$ cat src/rtl/fba_pkg.sv
// Shared types and constants for the fit block allocator.
// Used by fba_ctrl, fba_datapath and fit_block_allocator_core; depends on nothing.
package fba_pkg;

  localparam int unsigned BLOCKS     = 16;
  localparam int unsigned SIZE_BITS  = 16;
  localparam int unsigned IDX_BITS   = (BLOCKS > 1) ? $clog2(BLOCKS) : 1;
  localparam int unsigned LIMIT_BITS = $clog2(BLOCKS + 1);

  localparam int unsigned MODE_BITS   = 2;
  localparam int unsigned ACTIVE_BITS = 5;
  localparam int unsigned CFG_BITS    = 5;
  localparam int unsigned CHOSEN_BITS = 4;
  localparam int unsigned VALUE_BITS  = 16;

  localparam logic CFG_FIT_MODE = 1'b0;
  localparam logic CFG_ACTIVE   = 1'b1;

  localparam logic KIND_LOAD    = 1'b0;
  localparam logic KIND_REQUEST = 1'b1;

  localparam logic [ACTIVE_BITS-1:0] ACTIVE_RESET = ACTIVE_BITS'(16);

  typedef enum logic [MODE_BITS-1:0] {
    FIT_FIRST = 2'd0,
    FIT_BEST  = 2'd1,
    FIT_WORST = 2'd2
  } fit_mode_e;

  typedef enum logic [1:0] {
    ST_IDLE,
    ST_SCAN,
    ST_DRAIN,
    ST_FINISH
  } ctl_state_e;

  typedef struct packed {
    logic load;
    logic req_start;
    logic scan_rd;
    logic finish;
  } dp_cmd_t;

  typedef struct packed {
    logic scan_last;
    logic limit_zero;
  } dp_status_t;

endpackage

$ cat src/rtl/fit_block_allocator_core.sv
// Top level of the fit block allocator: configuration registers, controller and datapath.
// Depends on fba_pkg, fba_ctrl and fba_datapath.
//
// A load item is written to the table at the accepting edge: busy_o stays low and start_i
// may be high again in the next cycle. A request item scans the table through one read
// port, one entry per cycle, over min(active_blocks, 16) entries; its result appears
// with done_o high for one cycle, and the next item can be taken once done_o has fallen.
// The result cannot be held off: done_o marks the cycle in which it is complete, and
// the outputs keep it until the next request item is accepted.
module fit_block_allocator_core (
  input  logic                            clk_i,
  input  logic                            rst_ni,
  input  logic                            cfg_we_i,
  input  logic                            cfg_idx_i,
  input  logic [fba_pkg::CFG_BITS-1:0]    cfg_wdata_i,
  input  logic                            start_i,
  output logic                            busy_o,
  input  logic                            kind_i,
  input  logic [3:0]                      block_index_i,
  input  logic [15:0]                     size_value_i,
  output logic                            done_o,
  output logic                            granted_o,
  output logic [3:0]                      chosen_block_o,
  output logic [15:0]                     block_left_o
);

  logic [fba_pkg::MODE_BITS-1:0]   fit_mode_q;
  logic [fba_pkg::ACTIVE_BITS-1:0] active_blocks_q;

  fba_pkg::dp_cmd_t    cmd;
  fba_pkg::dp_status_t status;

  always_ff @(posedge clk_i or negedge rst_ni) begin
    if (!rst_ni) begin
      fit_mode_q      <= fba_pkg::FIT_FIRST;
      active_blocks_q <= fba_pkg::ACTIVE_RESET;
    end else if (cfg_we_i) begin
      if (cfg_idx_i == fba_pkg::CFG_FIT_MODE) begin
        fit_mode_q <= cfg_wdata_i[fba_pkg::MODE_BITS-1:0];
      end else if (cfg_idx_i == fba_pkg::CFG_ACTIVE) begin
        active_blocks_q <= cfg_wdata_i[fba_pkg::ACTIVE_BITS-1:0];
      end
    end
  end

  fba_ctrl u_ctrl (
    .clk_i    (clk_i),
    .rst_ni   (rst_ni),
    .start_i  (start_i),
    .kind_i   (kind_i),
    .status_i (status),
    .cmd_o    (cmd),
    .busy_o   (busy_o),
    .done_o   (done_o)
  );

  fba_datapath u_datapath (
    .clk_i           (clk_i),
    .rst_ni          (rst_ni),
    .cmd_i           (cmd),
    .status_o        (status),
    .fit_mode_i      (fit_mode_q),
    .active_blocks_i (active_blocks_q),
    .block_index_i   (block_index_i),
    .size_value_i    (size_value_i),
    .granted_o       (granted_o),
    .chosen_block_o  (chosen_block_o),
    .block_left_o    (block_left_o)
  );

  a_done_single: assert property (@(posedge clk_i) disable iff (!rst_ni)
    done_o |=> !done_o)
    else $error("done_o held for more than one cycle");

  a_req_busy: assert property (@(posedge clk_i) disable iff (!rst_ni)
    (start_i && !busy_o && kind_i == fba_pkg::KIND_REQUEST) |=> busy_o)
    else $error("request item accepted but block not busy");

  a_load_idle: assert property (@(posedge clk_i) disable iff (!rst_ni)
    (start_i && !busy_o && kind_i == fba_pkg::KIND_LOAD) |=> (!busy_o && !done_o))
    else $error("load item started a search or produced an item");

  a_done_release: assert property (@(posedge clk_i) disable iff (!rst_ni)
    done_o |=> !busy_o)
    else $error("block stayed busy after delivering its item");

endmodule

$ cat src/rtl/fba_ctrl.sv
// Controller state machine of the fit block allocator.
// Depends on fba_pkg; drives the command struct of fba_datapath.
module fba_ctrl (
  input  logic               clk_i,
  input  logic               rst_ni,
  input  logic               start_i,
  input  logic               kind_i,
  input  fba_pkg::dp_status_t status_i,
  output fba_pkg::dp_cmd_t    cmd_o,
  output logic               busy_o,
  output logic               done_o
);

  fba_pkg::ctl_state_e state_q, state_d;

  always_ff @(posedge clk_i or negedge rst_ni) begin
    if (!rst_ni) begin
      state_q <= fba_pkg::ST_IDLE;
    end else begin
      state_q <= state_d;
    end
  end

  always_comb begin
    state_d = state_q;
    cmd_o   = '0;
    busy_o  = 1'b1;
    done_o  = 1'b0;
    case (state_q)
      fba_pkg::ST_IDLE: begin
        busy_o = 1'b0;
        if (start_i) begin
          if (kind_i == fba_pkg::KIND_LOAD) begin
            cmd_o.load = 1'b1;
          end else begin
            cmd_o.req_start = 1'b1;
            state_d         = fba_pkg::ST_SCAN;
          end
        end
      end
      fba_pkg::ST_SCAN: begin
        if (status_i.limit_zero) begin
          state_d = fba_pkg::ST_FINISH;
        end else begin
          cmd_o.scan_rd = 1'b1;
          if (status_i.scan_last) begin
            state_d = fba_pkg::ST_DRAIN;
          end
        end
      end
      fba_pkg::ST_DRAIN: begin
        state_d = fba_pkg::ST_FINISH;
      end
      fba_pkg::ST_FINISH: begin
        cmd_o.finish = 1'b1;
        done_o       = 1'b1;
        state_d      = fba_pkg::ST_IDLE;
      end
      default: begin
        state_d = fba_pkg::ST_IDLE;
      end
    endcase
  end

endmodule

$ cat src/rtl/fba_datapath.sv
// Datapath of the fit block allocator: free size table, scan counter and selection.
// Depends on fba_pkg; steered by fba_ctrl through the command struct.
module fba_datapath (
  input  logic                               clk_i,
  input  logic                               rst_ni,
  input  fba_pkg::dp_cmd_t                   cmd_i,
  output fba_pkg::dp_status_t                status_o,
  input  logic [fba_pkg::MODE_BITS-1:0]      fit_mode_i,
  input  logic [fba_pkg::ACTIVE_BITS-1:0]    active_blocks_i,
  input  logic [3:0]                         block_index_i,
  input  logic [15:0]                        size_value_i,
  output logic                               granted_o,
  output logic [fba_pkg::CHOSEN_BITS-1:0]    chosen_block_o,
  output logic [fba_pkg::VALUE_BITS-1:0]     block_left_o
);

  localparam int unsigned IB = fba_pkg::IDX_BITS;
  localparam int unsigned SB = fba_pkg::SIZE_BITS;
  localparam int unsigned LB = fba_pkg::LIMIT_BITS;

  logic [SB-1:0]              mem_q [fba_pkg::BLOCKS];
  logic [fba_pkg::BLOCKS-1:0] valid_q;

  logic [SB-1:0] size_q;
  logic [LB-1:0] limit_q, limit_d;
  logic [IB-1:0] cnt_q;
  logic          ev_q;
  logic [IB-1:0] ev_idx_q;
  logic [SB-1:0] rd_q;
  logic          rd_vld_q;
  logic          found_q;
  logic [IB-1:0] best_idx_q;
  logic [SB-1:0] best_val_q;

  logic [SB-1:0] cand;
  logic          fits;
  logic          take;
  logic [SB-1:0] left;
  logic [IB-1:0] load_idx;
  logic [SB-1:0] load_val;

  assign load_idx = IB'(block_index_i);
  assign load_val = SB'(size_value_i);

  always_comb begin
    if (active_blocks_i > fba_pkg::ACTIVE_BITS'(fba_pkg::BLOCKS)) begin
      limit_d = LB'(fba_pkg::BLOCKS);
    end else begin
      limit_d = LB'(active_blocks_i);
    end
  end

  assign status_o.limit_zero = (limit_q == '0);
  assign status_o.scan_last  = (LB'(cnt_q) == LB'(limit_q - 1'b1));

  assign cand = rd_vld_q ? rd_q : '0;
  assign fits = (cand >= size_q);

  always_comb begin
    take = 1'b0;
    if (ev_q && fits) begin
      if (!found_q) begin
        take = 1'b1;
      end else if (fit_mode_i == fba_pkg::FIT_BEST) begin
        take = (cand < best_val_q);
      end else if (fit_mode_i == fba_pkg::FIT_WORST) begin
        take = (cand > best_val_q);
      end
    end
  end

  assign left = best_val_q - size_q;

  always_ff @(posedge clk_i) begin
    if (cmd_i.load && (32'(block_index_i) < fba_pkg::BLOCKS)) begin
      mem_q[load_idx] <= load_val;
    end else if (cmd_i.finish && found_q) begin
      mem_q[best_idx_q] <= left;
    end
    if (cmd_i.scan_rd) begin
      rd_q <= mem_q[cnt_q];
    end
  end

  always_ff @(posedge clk_i or negedge rst_ni) begin
    if (!rst_ni) begin
      valid_q  <= '0;
      ev_q     <= 1'b0;
      rd_vld_q <= 1'b0;
      found_q  <= 1'b0;
      cnt_q    <= '0;
      limit_q  <= '0;
    end else begin
      if (cmd_i.load && (32'(block_index_i) < fba_pkg::BLOCKS)) begin
        valid_q[load_idx] <= 1'b1;
      end else if (cmd_i.finish && found_q) begin
        valid_q[best_idx_q] <= 1'b1;
      end
      ev_q <= cmd_i.scan_rd;
      if (cmd_i.scan_rd) begin
        rd_vld_q <= valid_q[cnt_q];
        cnt_q    <= cnt_q + 1'b1;
      end
      if (cmd_i.req_start) begin
        found_q <= 1'b0;
        cnt_q   <= '0;
        limit_q <= limit_d;
      end else if (take) begin
        found_q <= 1'b1;
      end
    end
  end

  always_ff @(posedge clk_i) begin
    if (cmd_i.req_start) begin
      size_q     <= load_val;
      best_idx_q <= '0;
      best_val_q <= '0;
    end else if (take) begin
      best_idx_q <= ev_idx_q;
      best_val_q <= cand;
    end
    if (cmd_i.scan_rd) begin
      ev_idx_q <= cnt_q;
    end
  end

  assign granted_o      = found_q;
  assign chosen_block_o = found_q ? fba_pkg::CHOSEN_BITS'(best_idx_q) : '0;
  assign block_left_o   = found_q ? fba_pkg::VALUE_BITS'(left) : '0;

endmodule
$ cat config.mk
export PLATFORM = sky130hd
export DESIGN_NAME = fit_block_allocator_core
export DESIGN_NICKNAME = d
export VERILOG_FILES = /design/src/rtl/fba_pkg.sv /design/src/rtl/fit_block_allocator_core.sv /design/src/rtl/fba_ctrl.sv /design/src/rtl/fba_datapath.sv
export SDC_FILE = /design/constraint.sdc
export NUM_CORES = 1
export LEC_CHECK = 0
export BUFFER_PORTS_ARGS = -buffer_cell sky130_fd_sc_hd__buf_4
export CORE_AREA = 2 2 160 162
export CTS_BUF_LIST = sky130_fd_sc_hd__clkbuf_8
export CTS_CLUSTER_DIAMETER = 30
export DETAILED_ROUTE_END_ITERATION = 10
export DIE_AREA = 0 0 162 164
export PLACE_DENSITY = 0.87
export SLEW_MARGIN = 20
export SYNTH_ARGS = -nofsm -noshare
export SYNTH_HDL_FRONTEND = slang
export SYNTH_SLANG_ARGS = --single-unit
$ cat constraint.sdc
create_clock -name clk_i -period 3.97 [get_ports clk_i]
set_clock_uncertainty 0.2 [all_clocks]
set_input_delay 0.794 -clock clk_i [delete_from_list [all_inputs] [get_ports clk_i]]
set_output_delay 0.794 -clock clk_i [all_outputs]
set_load 0.01 [all_outputs]
==> summary.md, run 1 <==
| Metric | Value |
|---|---|
| Outcome | finished clean |
| Largest family of logic cells by synthesized area | multiplexers |
| CTS tree | yes |
| Register area share after synthesis | 0.642 |
| Switching Fraction | 0.343 |
| Clock slew at reported path FFs | 0.06 ns |
| Multiplexer share of the synthesized area | 0.130 |
| Ys async rst share | 0.106 |
| Worst skew pair latency | 0.59 ns |
| Worst Setup Path Type | reg2out |
| Max Cap Violations | 0 |
| GRT Residual Overflow | 0 |
| Clk sink count | 349 |
| Iteration-0 DRC Markers | 1,459 |
| Average size of a mapped cell | 15.2 um2 |
| Post-Synthesis Net Count | 1,114 |
| Fin. max-slew vios | 0 |
| Synth top area share | 0.558 |
| DRT Pass-1 Iters | 6 |
| Ys flop type | edfxtp_1 |
| Number of port buffers | 53 |
| Crit Path Max Fanout | 4 |
| Layout fillers | 1,400 |
| H-Tree Depth | 3 |
| XOR/XNOR Fraction of Synth Area | 0.0111 |
| CTS Buf Count | 67 |
| RSZ-0062 raised after global routing | true |
| Clock share of power | 0.275 |
| Worst setup SP type | flip-flop |
| Die area | 0.0266 mm2 |
| Layout cell share with drive strength beyond 1 | 0.284 |
| Dominant cell by count in the synthesized netlist | edfxtp_1 |
| Area share of fa/ha/maj cells after synthesis | 0.0418 |
| Netlist cell types | 63 |
| Root buf cell | clkbuf_8 |
| Vias in the first global route | 10,200 |
| Slew HR | 0.268 |
| Int Pwr | 8900 uW |
| WL final | 39,900 um |
| Routed Antenna Nets | 0 |
| Largest net degree at the start of global routing | 62 |
| Period utilization | 0.991 |
| Hold/Removal Path Class | in2reg |
| HPWL Detailed | 23,900 um |
| Core Area | 0.0248 mm2 |
| Psw | 4640 uW |
| Number of synthesized flops with an enable pin | 292 |
| Slew @ Worst Pin | 1.10 ns |
| Static leakage | 0.00676 uW |
| Minimum clock period after layout | 3.93 ns |
| Syn Inst Count | 1,032 |
| Hold Fails Final Rpt | 0 |
| # setup viols final | 0 |
| Routability cong. | 0.884 |
| Setup tns final | 0 ns |
| Avg WL per Cell | 26.1 um |
| Worst Path Required | 2.98 ns |
| Row count | 58 |
| Syn-to-layout area delta | 15.8% |
| Pwr/cell area | 744 mW/mm2 |
| Peak Freq | 254 MHz |
| Die width | 162 um |
| Synth Area in Simple Gates | 0.0910 |
| Seq pwr share | 0.384 |
| Combinational power share | 0.341 |
| Critical path data arrival time | 2.94 ns |
| Avg Vias per Cell | 6.69 |
| Synth Area in Compound Gates | 0.0537 |
| Post-synthesis register bit count | 349 |
| Antenna fix cells | 0 |
| Final Cell Area | 0.0182 mm2 |
| Fin util | 0.734 |
| Total track usage | 0.308 |
| DRC viols | 0 |
| First-pass GRT wire length | 59,900 um |
| Top post-synthesis cells by area | edfxtp_1 (56%), mux4_2 (12%), dfrtp_1 (5.7%) |
| Commonest cells post-synth | edfxtp_1 (292), mux4_2 (85), nand2_1 (72) |
| CP Capture Type | primary output |
| Synth area leader | edfxtp_1 |
| DP Area | 0.0167 mm2 |
| Post-synthesis cell area | 0.0157 mm2 |
| Yosys warns | 0 |
| Die Ht | 164 um |
| CTS Buffer Depth | 3 |
| Vias | 10,200 |
| Final nets | 1,224 |
| # IOs | 54 |
| Peak supply drop | 0.408 mV |
| Initial core utilization | 0.634 |
| Antenna violations before repair | 0 |
## metrics by stage
stage	hold slack [ns]	setup WS (ns)	std cells	power (uW)
final	0.204	0.0366	1527	13500
after global routing	0.202	-0.0307	1527	14100
after CTS	0.180	0.00413	1522	13400
after detailed placement	0.253	0.431	1396	9590
after global placement	0.242	0.455	1396	9370
after floorplan	0.223	0.794	1032	8170
## flip-flops by register name, summed over array words and instances (netlist names), 4 cells and up
name                   cells
active_blocks_q            5
u_datapath.best_idx_q      4
u_datapath.best_val_q     16
u_datapath.cnt_q           4
u_datapath.ev_idx_q        4
u_datapath.limit_q         5
u_datapath.mem_q         256
u_datapath.rd_q           16
u_datapath.size_q         16
u_datapath.valid_q        16
## critical path, stage by stage, from the launching register on
cell and delay, ns:
edfxtp_1 0.38, ha_2 0.20, inv_2 0.04, fa_2 0.34
a21o_1 0.17, a21o_1 0.21, a21oi_4 0.23, o21ai_0 0.15
xor2_1 0.34, and2_1 0.18, buf_4 0.12
## worst paths after layout
path,from,end,slack [ns],cells past startpoint
min in group asynchronous,rst_ni,u_datapath.valid_q[0],0.52,2
max in group asynchronous,rst_ni,u_datapath.cnt_q[0],2.62,2
setup / recovery,u_datapath.size_q[0],block_left_o[12],0.04,10
hold reg to reg,u_datapath.valid_q[6],u_datapath.valid_q[6],0.26,1
hold / removal,size_value_i[10],u_datapath.size_q[10],0.20,1
setup reg to reg,u_datapath.rd_vld_q,u_datapath.best_val_q[8],0.37,10
## layer usage
layer  vias up  share of wire  global-route usage
met5         -              0                   0
met4         0          0.044               0.141
met3       149           0.10              0.0601
met2       765           0.50               0.518
met1      5027           0.36               0.392
li1       4273              -                   -
## cells by family (layout without fill, tap and decap cells)
family	after synthesis	after routing
adders and majority gates	52	52
DFF	349	349
AOI/OAI and AO/OA	122	122
xor gates and xnor gates	20	20
and+or+nand+nor	276	276
buffers and inverters	116	281
muxes	97	97
## power by group through the flow
stage / Clock, uW / Combinational, uW / Sequential [uW]
5_1_grt: 3910 / 4950 / 5240
4_1_cts: 3750 / 4480 / 5180
3_5_place_dp: 0 / 4360 / 5240
3_3_place_gp: 0 / 4160 / 5210
6_report: 3730 / 4610 / 5200
2_1_floorplan: 0 / 3200 / 4980
## repair_timing
item / in CTS / in global routing
hold buffers: 1 / 0
pin swaps: 3 / 8
gates resized for setup: 10 / 8
endpoints found under the hold margin: 32 / 0
buffers inserted: 1 / 4
endpoints found under the setup margin: 9 / 8
## layout make-up
type | count | area (um2) | share of cell area
clock buffers | 70 | 963 | 0.0529
clock inverters | 54 | 458 | 0.0252
inverters | 62 | 233 | 0.0128
multi-input cells | 567 | 5240 | 0.288
flip-flops and latches | 349 | 10100 | 0.555
well taps | 330 | 413 | 0.0227
repair buffers | 95 | 791 | 0.0434
## cells in the final DEF, fill, tap and decap left out, drive strengths merged, types with 5 or more instances in the layout
cell type / Yosys / final
edfxtp: 292 / 292
buf: 22 / 93
mux4: 85 / 85
inv: 62 / 74
nand2: 72 / 72
clkbuf: 32 / 71
ha: 50 / 50
nor2: 40 / 40
dfrtp: 36 / 36
nand3: 30 / 30
clkinv: 0 / 28
o21ai: 24 / 24
nand4: 23 / 23
a31oi: 23 / 23
dfxtp: 20 / 20
a21oi: 19 / 19
nor4: 18 / 18
nor3: 17 / 17
or4: 16 / 16
and2: 15 / 15
xor2: 14 / 14
nor2b: 13 / 13
or2: 13 / 13
mux2: 10 / 10
clkinvlp: 0 / 7
bufinv: 0 / 7
o211ai: 7 / 7
a21o: 6 / 6
xnor2: 6 / 6
o21a: 6 / 6
a311o: 5 / 5
No activity file was read; power rests on OpenSTA's default activity.
==> run 2, diff against run 1 <==
--- a/config.mk
+++ b/config.mk
@@ -6,12 +6,12 @@
 export NUM_CORES = 1
 export LEC_CHECK = 0
 export BUFFER_PORTS_ARGS = -buffer_cell sky130_fd_sc_hd__buf_4
-export CORE_AREA = 2 2 160 162
+export CORE_AREA = 2 2 168 170
 export CTS_BUF_LIST = sky130_fd_sc_hd__clkbuf_8
 export CTS_CLUSTER_DIAMETER = 30
 export DETAILED_ROUTE_END_ITERATION = 10
-export DIE_AREA = 0 0 162 164
-export PLACE_DENSITY = 0.87
+export DIE_AREA = 0 0 170 172
+export PLACE_DENSITY = 0.84
 export SLEW_MARGIN = 20
 export SYNTH_ARGS = -nofsm -noshare
 export SYNTH_HDL_FRONTEND = slang
==> constraint.sdc (replaced) <==
create_clock -name clk_i -period 3.38 [get_ports clk_i]
set_clock_uncertainty 0.2 [all_clocks]
set_input_delay 0.676 -clock clk_i [delete_from_list [all_inputs] [get_ports clk_i]]
set_output_delay 0.676 -clock clk_i [all_outputs]
set_load 0.01 [all_outputs]
==> run 2 against run 1 <==
Total power rose by 21%; the flow now finishes with violations (negative setup slack); via count rose by 0.99%; non-clock buffer count rose by 37; utilization fell by 5.3 points; cell count rose by 3.4%; register-to-register slack got worse by 0.27 ns; combinational power rose by 32%; first-iteration DRC count fell by 19%; critical path type unchanged; largest cell class unchanged; sequential power rose by 15%; worst hold slack got worse by 0.11 ns; count of clock-buffer cells in the layout fell by 1; clock power rose by 15%.
==> summary.md, run 2 (synthesis results as in run 1) <==
| Metric | Value |
|---|---|
| Outcome | finished, violations left |
| Failing checks | negative setup slack |
| Die width | 170 um (+4.9%) |
| Worst Setup Slack, final | -0.382 ns (-0.419 ns) |
| Worst setup SP type | flip-flop |
| Max Cap Violations | 0 (unchanged) |
| Register Area | 0.0101 mm2 (unchanged) |
| Clk sink count | 349 (unchanged) |
| Minimum clock period after layout | 3.76 ns |
| RSZ-0062 raised after global routing | true |
| DRC viols | 0 (unchanged) |
| Met1 usage | 0.353 (-0.0397) |
| Antenna violations before repair | 0 (unchanged) |
| Syn-to-layout area delta | 19.0% |
| Worst skew pair latency | 0.59 ns (about the same) |
| DP Area | 0.0168 mm2 (+0.64%) |
| Int Pwr | 10,800 uW (+21%) |
| Slew HR | 0.456 (+0.189) |
| Register-to-register setup slack | 0.10 ns (-0.27 ns) |
| Combinational power share | 0.372 (+0.031) |
| Final nets | 1,262 (+3.1%) |
| Peak Freq | 266 MHz |
| Largest net degree at the start of global routing | 62 (unchanged) |
| Clock share of power | 0.262 (-0.013) |
| GRT met3 Usage | 0.0643 (+0.00422) |
| Seq pwr share | 0.367 (-0.017) |
| First-pass GRT wire length | 59,600 um (-0.53%) |
| Met2 usage | 0.453 (-0.0653) |
| Clock slew at reported path FFs | 0.05 ns (about the same) |
| Hold/Removal Path Class | in2reg |
| Most common cell after layout, fill and taps aside | edfxtp_1 |
| GRT Residual Overflow | 0 (unchanged) |
| CTS Buf Count | 66 (-1.5%) |
| Fin. max-slew vios | 0 (unchanged) |
| Worst Path Required | 2.50 ns (-0.48 ns) |
| Layout cell share with drive strength beyond 1 | 0.330 (+0.0460) |
| Iteration-0 DRC Markers | 1,176 (-19%) |
| Die area | 0.0292 mm2 (+10%) |
| Crit Path Max Fanout | 5 (+1) |
| Total track usage | 0.276 (-0.0318) |
| Core Area | 0.0275 mm2 (+11%) |
| Vias | 10,300 (+0.99%) |
| Setup tns final | -3.00 ns (-3.00 ns) |
| DP Worst Slack | 0.00114 ns (-0.430 ns) |
| Die Ht | 172 um (+4.9%) |
| Number of port buffers | 53 (unchanged) |
| Switching Fraction | 0.343 (about the same) |
| H-Tree Depth | 3 (unchanged) |
| Pwr/cell area | 875 mW/mm2 (+18%) |
| DRT Pass-1 Iters | 7 (+1) |
| Multi-input gate area | 0.00546 mm2 (+4.1%) |
| Biggest register | u_datapath.mem_q |
| Period utilization | 1.11 |
| Initial core utilization | 0.572 (-0.0613) |
| Peak supply drop | 0.435 mV (+6.5%) |
| # setup viols final | 12 (+12) |
| Routed Antenna Nets | 0 (unchanged) |
| Worst Setup Path Type | reg2out |
| Commonest cells after routing, fill and taps aside | edfxtp_1 (292), buf_4 (115), mux4_2 (85) |
| Layout fillers | 1,675 (+20%) |
| Vias in the first global route | 10,300 (+1.5%) |
| Slew @ Worst Pin | 0.815 ns (-0.283 ns) |
| Number of flip-flops in the largest register | 256 (unchanged) |
| Final Cell Area | 0.0187 mm2 (+2.8%) |
| # IOs | 54 (unchanged) |
| GR peak layer | met2 |
| Critical path data arrival time | 2.89 ns (-0.05 ns) |
| CTS tree | yes |
| Avg WL per Cell | 25.6 um (-2.0%) |
| Static leakage | 0.00700 uW (+3.7%) |
| Psw | 5620 uW (+21%) |
| Routability cong. | 0.894 (+1.1%) |
| Row count | 61 (+5.2%) |
| Hold Fails Final Rpt | 0 (unchanged) |
| CTS Buffer Depth | 3 (unchanged) |
| CP Capture Type | primary output |
| Avg Vias per Cell | 6.53 (-2.3%) |
| WL final | 40,500 um (+1.3%) |
| Antenna fix cells | 0 (unchanged) |
| HPWL Detailed | 23,200 um (-3.0%) |
| Root buf cell | clkbuf_8 |
run 2: critical path, cell delays in order (launching register included):
cell      delay (ns)
edfxtp_1        0.37
inv_1           0.10
ha_1            0.25
buf_4           0.16
a21o_1          0.21
a21o_1          0.18
a21oi_1         0.25
o211ai_1        0.17
a21oi_1         0.21
xor2_1          0.17
nor2_1          0.05
buf_4           0.17
run 2: layout make-up:
cell class,count,area share
Sequential cell,349,0.540
Timing Repair Buffer,132,0.0584
Inverter,62,0.0124
Clock buffer,69,0.0508
Multi-Input combinational cell,569,0.292
Tap cell,346,0.0231
Clock inverter,52,0.0235
run 2: final timing paths:
check,startpoint,to,cells past startpoint
worst max-delay path,u_datapath.size_q[9],block_left_o[14],11
max in group asynchronous,rst_ni,u_datapath.rd_vld_q,2
min in group asynchronous,rst_ni,u_datapath.valid_q[11],2
worst min register to register,u_datapath.valid_q[7],u_datapath.valid_q[7],1
worst min-delay path,size_value_i[15],u_datapath.size_q[15],1
worst max register to register,u_datapath.rd_vld_q,u_datapath.best_val_q[3],11
run 2: stage by stage:
stage / instances / power [uW] / hold slack, ns / util
2_1_floorplan: 1032 / 9600 / 0.180 / -
3_3_place_gp: 1425 / 11100 / 0.241 / 0.611
3_5_place_dp: 1425 / 11300 / 0.252 / 0.611
4_1_cts: 1566 / 16000 / 0.0692 / 0.673
5_1_grt: 1579 / 17100 / 0.0753 / 0.681
6_report: 1579 / 16400 / 0.0892 / 0.681
run 2: power by group through the flow:
stage	clock network, uW	logic [uW]	registers, uW
final	4290	6080	6000
after global routing	4540	6530	6050
after CTS	4330	5700	5980
after detailed placement	0	5270	6050
after global placement	0	5070	6010
after floorplan	0	3750	5850
run 2: what timing repair did:
item,CTS,global route
gates cloned,0,2
pin swaps,22,22
buffers inserted,19,11
endpoints found under the setup margin,14,32
hold endpoints to repair,36,0
hold buffers,1,0
gates resized for setup,40,30
run 2: per-layer routing:
| layer | vias up | share of wire |
|---|---|---|
| li1 | 4362 | - |
| met1 | 5096 | 0.37 |
| met2 | 698 | 0.49 |
| met3 | 159 | 0.097 |
| met4 | 0 | 0.047 |
| met5 | - | 0 |
